### src/rtl/core/sid_pkg.sv
// ----------------------------------------------------------------------------
// Signed integer divider package
// Shared constants and the control word that travels along the cell chain.
// ----------------------------------------------------------------------------
package sid_pkg;

  // default operand width
  localparam int unsigned DataWidthDef = 32;

  // control that rides alongside each request through the chain
  typedef struct packed {
    logic vld;   // stage holds a live request
    logic neg;   // operand signs differ, negate the magnitude at the end
    logic ovf;   // most negative by minus one, saturate
    logic zdiv;  // divisor was zero
  } sid_ctl_t;

endpackage

### src/rtl/core/sid_cell.sv
// ----------------------------------------------------------------------------
// Divider cell
// One restoring step: settles one quotient bit and registers the partial state.
// ----------------------------------------------------------------------------
module sid_cell
  import sid_pkg::*;
#(
  parameter int unsigned DATA_WIDTH = DataWidthDef
) (
  input  logic                  clk_i,
  input  logic                  rst_ni,
  input  logic                  adv_i,
  input  sid_ctl_t              ctl_i,
  input  logic [DATA_WIDTH-1:0] rem_i,
  input  logic [DATA_WIDTH-1:0] acc_i,
  input  logic [DATA_WIDTH-1:0] dvs_i,
  output sid_ctl_t              ctl_o,
  output logic [DATA_WIDTH-1:0] rem_o,
  output logic [DATA_WIDTH-1:0] acc_o,
  output logic [DATA_WIDTH-1:0] dvs_o
);

  logic [DATA_WIDTH-1:0] trial;
  logic [DATA_WIDTH:0]   diff;
  logic                  fits;
  logic [DATA_WIDTH-1:0] rem_d, rem_q;
  logic [DATA_WIDTH-1:0] acc_d, acc_q;
  logic [DATA_WIDTH-1:0] dvs_q;
  sid_ctl_t              ctl_q;

  // remainder stays below the divisor, so the shifted trial fits the word
  assign trial = {rem_i[DATA_WIDTH-2:0], acc_i[DATA_WIDTH-1]};
  assign diff  = {1'b0, trial} - {1'b0, dvs_i};
  assign fits  = ~diff[DATA_WIDTH];
  assign rem_d = fits ? diff[DATA_WIDTH-1:0] : trial;
  // dividend bits leave at the top, quotient bits enter at the bottom
  assign acc_d = {acc_i[DATA_WIDTH-2:0], fits};

  always_ff @(posedge clk_i or negedge rst_ni) begin
    if (!rst_ni) begin
      ctl_q <= '0;
    end else if (adv_i) begin
      ctl_q <= ctl_i;
    end
  end

  always_ff @(posedge clk_i) begin
    if (adv_i) begin
      rem_q <= rem_d;
      acc_q <= acc_d;
      dvs_q <= dvs_i;
    end
  end

  assign ctl_o = ctl_q;
  assign rem_o = rem_q;
  assign acc_o = acc_q;
  assign dvs_o = dvs_q;

endmodule

### config.mk
export PLATFORM = sky130hd
export DESIGN_NAME = sid_cell
export DESIGN_NICKNAME = d
export VERILOG_FILES = /design/src/rtl/core/sid_pkg.sv /design/src/rtl/core/sid_cell.sv
export SDC_FILE = /design/constraint.sdc
export NUM_CORES = 1
export LEC_CHECK = 0
export ABC_AREA = 1
export BUFFER_PORTS_ARGS = -buffer_cell sky130_fd_sc_hd__clkbuf_2
export CORE_MARGIN = 2
export CORE_UTILIZATION = 40
export CTS_CLUSTER_DIAMETER = 150
export DETAILED_ROUTE_END_ITERATION = 10
export GPL_ROUTABILITY_DRIVEN = 0
export HOLD_SLACK_MARGIN = 0.06
export PLACE_DENSITY = 0.67
export REMOVE_ABC_BUFFERS = 1
export SLEW_MARGIN = 20
export SYNTH_ARGS = -nofsm -noshare
export SYNTH_HDL_FRONTEND = slang
export SYNTH_SLANG_ARGS = --single-unit
### constraint.sdc
create_clock -name clk_i -period 1.3 [get_ports clk_i]
set_input_delay 0.26 -clock clk_i [delete_from_list [all_inputs] [get_ports clk_i]]
set_output_delay 0.26 -clock clk_i [all_outputs]
set_load 0.1 [all_outputs]
### After elaboration in Yosys (flattened, before gate mapping)

Index checks and enable logic that the tools add are counted.

* register bits: 100
* output and inout bits: 100

* $add $sub $neg: 1
* multiplexer cells: 1
* bitwise gates (word level): 1

Operators with widths (count)
* 32-bit by 32-bit subtractor with 33-bit output: 1
* 32-bit two-way mux: 1
* 1-bit NOT: 1

### Logic depth before layout (Yosys ltp)

* depth after elaboration: 2
* gate-level depth with buffers: 16

### Worst setup path before layout

No wires, ideal clock.

* kind: in2reg
* start point: input acc_i[31]
* end point: register rem_q[31], in the netlist rem_o[31], data pin
* setup time: 0.253 ns
* arrival: 1.879 ns
* required time: 1.047 ns
* slack: -0.832 ns
* cell stages on the path: 16
* buffers on the path: 1
* cell sequence: inv_1 -> ha_1 -> fa_1 -> inv_1 -> nand3_1 -> nand3_1 -> nand2_1 -> nand2_2 -> nand2_2 -> nand2_2 -> nand2_4 -> nand2_8 -> inv_6 -> buf_8 -> nand2_2 -> nand2_1

* longest elaborated chain between the ends: 2

Ends and longest elaborated chain
* start: declaration: RTL line sid_cell.sv:15 `input logic [DATA_WIDTH-1:0] acc_i,`
* 32-bit by 32-bit subtractor with 33-bit output: RTL line sid_cell.sv:33 `assign diff = {1'b0, trial} - {1'b0, dvs_i};`
* 32-bit two-way mux: RTL line sid_cell.sv:35 `assign rem_d = fits ? diff[DATA_WIDTH-1:0] : trial;`
* net rem_d[31]: RTL line sid_cell.sv:26 `logic [DATA_WIDTH-1:0] rem_d, rem_q;`
* end signal: assignment: RTL line sid_cell.sv:49 `rem_q <= rem_d;`
* end: declaration: RTL line sid_cell.sv:26

The timed path passes the listed nets, and every way through them passes these cells.
A chain may end at the register's enable or synchronous reset.

### Worst setup path after layout

* start point: input dvs_i[9]
* end point: register rem_q[26], in the netlist rem_o[26], data pin

* longest elaborated chain between the ends: 2

Ends and longest elaborated chain
* start: declaration: RTL line sid_cell.sv:16 `input logic [DATA_WIDTH-1:0] dvs_i,`
* 32-bit by 32-bit subtractor with 33-bit output: RTL line sid_cell.sv:33
* 32-bit two-way mux: RTL line sid_cell.sv:35
* net rem_d[26]: RTL line sid_cell.sv:26

The timed path passes the listed nets, and every way through them passes these cells.

==> impl_summary.md <==
Layout
The non-filler instance count after layout is approximately 1,300. The most common library cell in the layout ignoring fill and taps is nand2_1. The layout overhead on the synthesized area is 79.9%. In the layout the commonest cells are nand2_1, inv_1, buf_4. For this run, the share of the core covered by cells in the final layout is 0.732. Of the cells placed in the final design, the portion with a size suffix greater than 1 is 0.483. At the end of the flow, the number of nets in the layout was 1,221. The repair_antennas step left the layout with diodes totalling 0.

Clock network
The clock latency reported for the late side of the worst-skew pair is between 300 and 400 ps. The CTS buffer count is 9. After clock tree synthesis, the clock-pin slew on the worst setup and hold paths is about 70 ps.

Clock tree synthesis selected as its root buffer the cell clkbuf_16. CTS built an H-tree with a depth of 3. The CTS tree is built. The maximum clock insertion buffer count is 2. Counting every sink on the clock net gives 100.

Timing
Timing would allow up to 0.559 GHz. The final setup violation count is 33. The smallest clock period supported by the final layout is computed as 1790 ps. The number of pins exceeding their max-slew limit in the final report was 0. The final count of hold timing violations came to 0.

For the pin with the worst max-slew slack, the measured transition is 316 ps. Across the routed clock network, the largest skew measured is 0 ps. The setup TNS is -15,010 ps.

Measured against its own limit, the worst slew margin works out to 0.789. Of the available clock period, the critical path in the final layout requires 1.38. Setup repair after global routing could not meet its margin everywhere. After layout, the worst setup slack is -489 ps.

GRT
Summed over all layers, the global routing overflow is 0. Entering global routing, the biggest net connects 32 pins. The initial antenna violation count is 0.

The global router's overall resource usage is 0.228. The global-route wire length before repair is between 20,000 and 30,000 um. The number of global-route vias before repair is around 6,000.

Placed design
OpenSTA, run right after detailed placement, puts the worst setup slack at -981 ps. Detailed placement finished with a half-perimeter wire length of 13,200 um. The number of placed instances, taps included, is roughly 1,200.

During placement, the flow inserted port buffers numbering around 200.

Floorplanning
The area inside the core boundary is 15,100 um^2. The area enclosed by the die boundary is about 16,000 um^2. Pin placement for this block handled ~200 I/O pins. In this run the horizontal extent of the chip is about 130 um.

The initial utilization of the core area, before any placement, comes to 0.407. The height of the chip is 128 um. The number of rows created at floorplan is 45.

Pwr
The static leakage is ~5.5 nW. The total power of the final layout is approximately 14 mW. The worst IR drop on VDD is 0.000703 V. The power per standard cell area is roughly 1200 nW/um^2.

Setup path
In this run the worst setup path begins at dvs_i[9]. Data arrives at the worst endpoint at ~1900 ps. For the worst setup path, the data required time is roughly 1400 ps.

The source of the worst register-to-register timing path is ctl_o[2]$_DFFE_PN0P_. The setup check on the worst reg-to-reg path leaves a slack of ~500 ps. Of all nets on the critical path, the largest fanout is 6. The type of the worst setup path is primary input to flop. The kind of launch point of the worst setup path is a primary input. The critical path endpoint category is a flop.

Route
The number of DRC markers after the initial detailed-route iteration is ~500. After detailed routing, the number of vias per cell comes to just under 5. The number of design rule violations left after detail routing is 0. The number of detailed-route iterations in the first pass is 6. The overall via count from detail_route is a little over 6,000. The average detailed-routed wire length per instance is between 10 and 15 um. The final routed wirelength across all metal layers is 19,100 um. In this run the remaining antenna-violating nets after routing total 0.

Logic synthesis
The netlist area before placement is just over 6000 um^2. During synthesis, Yosys emitted a total of 0 warnings. The total of flip-flops plus latches after synthesis is 100. The area share of the leading cell type in the synthesized netlist is 0.468. Of the synthesized area, sequential elements account for 0.484. Synthesis instantiated 31 different standard cells from the library.

Averaged over all synthesized cells, the footprint is approximately 8 um^2. Ranked by total cell area, the synthesized netlist is headed by edfxtp_1, nand2_1, inv_1. Synthesis handed over a netlist of ~750 instances. The biggest area contributor in the post-synthesis netlist is edfxtp_1.

Run
Max-cap violations in this run came to 0.

Hold path
The min-delay analysis places its worst path in the category primary input to flop. The startpoint of the lowest-slack hold path is acc_i[29].

Outcome
The final reports fail on setup timing. The run finished, with violations left.
==> worst paths after layout <==
path,endpoint,depth (start not counted)
max,rem_o[26]$_DFFE_PP_,15
min,acc_o[30]$_DFFE_PP_,1
max reg2reg,ctl_o[2]$_DFFE_PN0P_,1
min reg2reg,ctl_o[0]$_DFFE_PN0P_,1
max in group asynchronous,ctl_o[2]$_DFFE_PN0P_,2
min in group asynchronous,ctl_o[3]$_DFFE_PN0P_,2
==> per-layer routing <==
| layer | track usage | wire (um) | vias to the layer above | share of wire |
|---|---|---|---|---|
| li1 | - | - | 3005 | - |
| met1 | 0.287 | 7740 | 2790 | 0.40 |
| met2 | 0.384 | 9320 | 290 | 0.49 |
| met3 | 0.0509 | 1460 | 60 | 0.076 |
| met4 | 0.0860 | 615 | 0 | 0.032 |
| met5 | 0 | 0 | - | 0 |
==> where the power goes <==
group / switching (mW) / internal, mW / total [mW]
clock: 1.24 / 1.71 / 2.95
combinational: 3.98 / 2.50 / 6.48
sequential: 0.266 / 3.94 / 4.21
==> flip-flops by register name (all words and copies together), names as in the netlist <==
register  cells
dvs_o        32
rem_o        32
ctl_o         4
acc_o        32
==> final cells by class <==
class | instances | area, um^2
fillers | 972 | 4060
repair buffers | 328 | 3700
multi-input cells | 486 | 3200
flip-flops and latches | 100 | 2980
inverters | 157 | 613
well taps | 188 | 235
clock buffers | 10 | 229
clock inverters | 6 | 93.8
repair inverters | 3 | 42.5
==> synthesized netlist by cell type, drive strengths merged <==
master	number
a21oi	18
and2	1
buf	6
dfrtp	4
edfxtp	96
fa	1
ha	32
inv	157
mux2	4
nand2	311
nand3	39
nand3b	4
nand4	4
nor2	44
nor3	5
o21ai	3
o21bai	3
or2	1
xnor2	2
xor2	13
==> timing repair <==
action,CTS,global route
gates cloned,8,0
gates resized for setup,68,101
setup endpoints to repair,33,33
hold endpoints to repair,4,0
setup buffers,13,7
pin swaps,16,43
hold buffers,1,0
==> metrics by stage <==
stage	cell area, um^2	hold WS (ps)
after global placement	9660	70.9
after detailed placement	9660	70.2
after floorplan	6080	-35.6
final	11100	76.3
after global routing	11100	61.5
after CTS	10600	62.2
==> cell families (layout without fill, tap and decap cells) <==
| kind of cell | after synthesis | after routing | share of synthesized area |
|---|---|---|---|
| buffers and inverters | 163 | 504 | 0.109 |
| adders and majority gates | 33 | 33 | 0.0682 |
| AOI/OAI and AO/OA | 24 | 24 | 0.0225 |
| muxes | 4 | 4 | 0.00731 |
| and+or+nand+nor | 409 | 410 | 0.287 |
| DFF | 100 | 100 | 0.484 |
| xor gates and xnor gates | 15 | 15 | 0.0213 |
==> worst max-delay path: stages <==
cell	delay [ps]
buf_6	90
inv_2	60
ha_4	210
nand2_2	60
nand2_2	70
a21oi_2	170
nor2_1	70
nor2_2	160
nand2_2	100
nand2_4	130
nand2_8	90
buf_4	160
buf_12	130
nand3_1	80
nand2_1	50
Power figures use the tool's default switching activity.
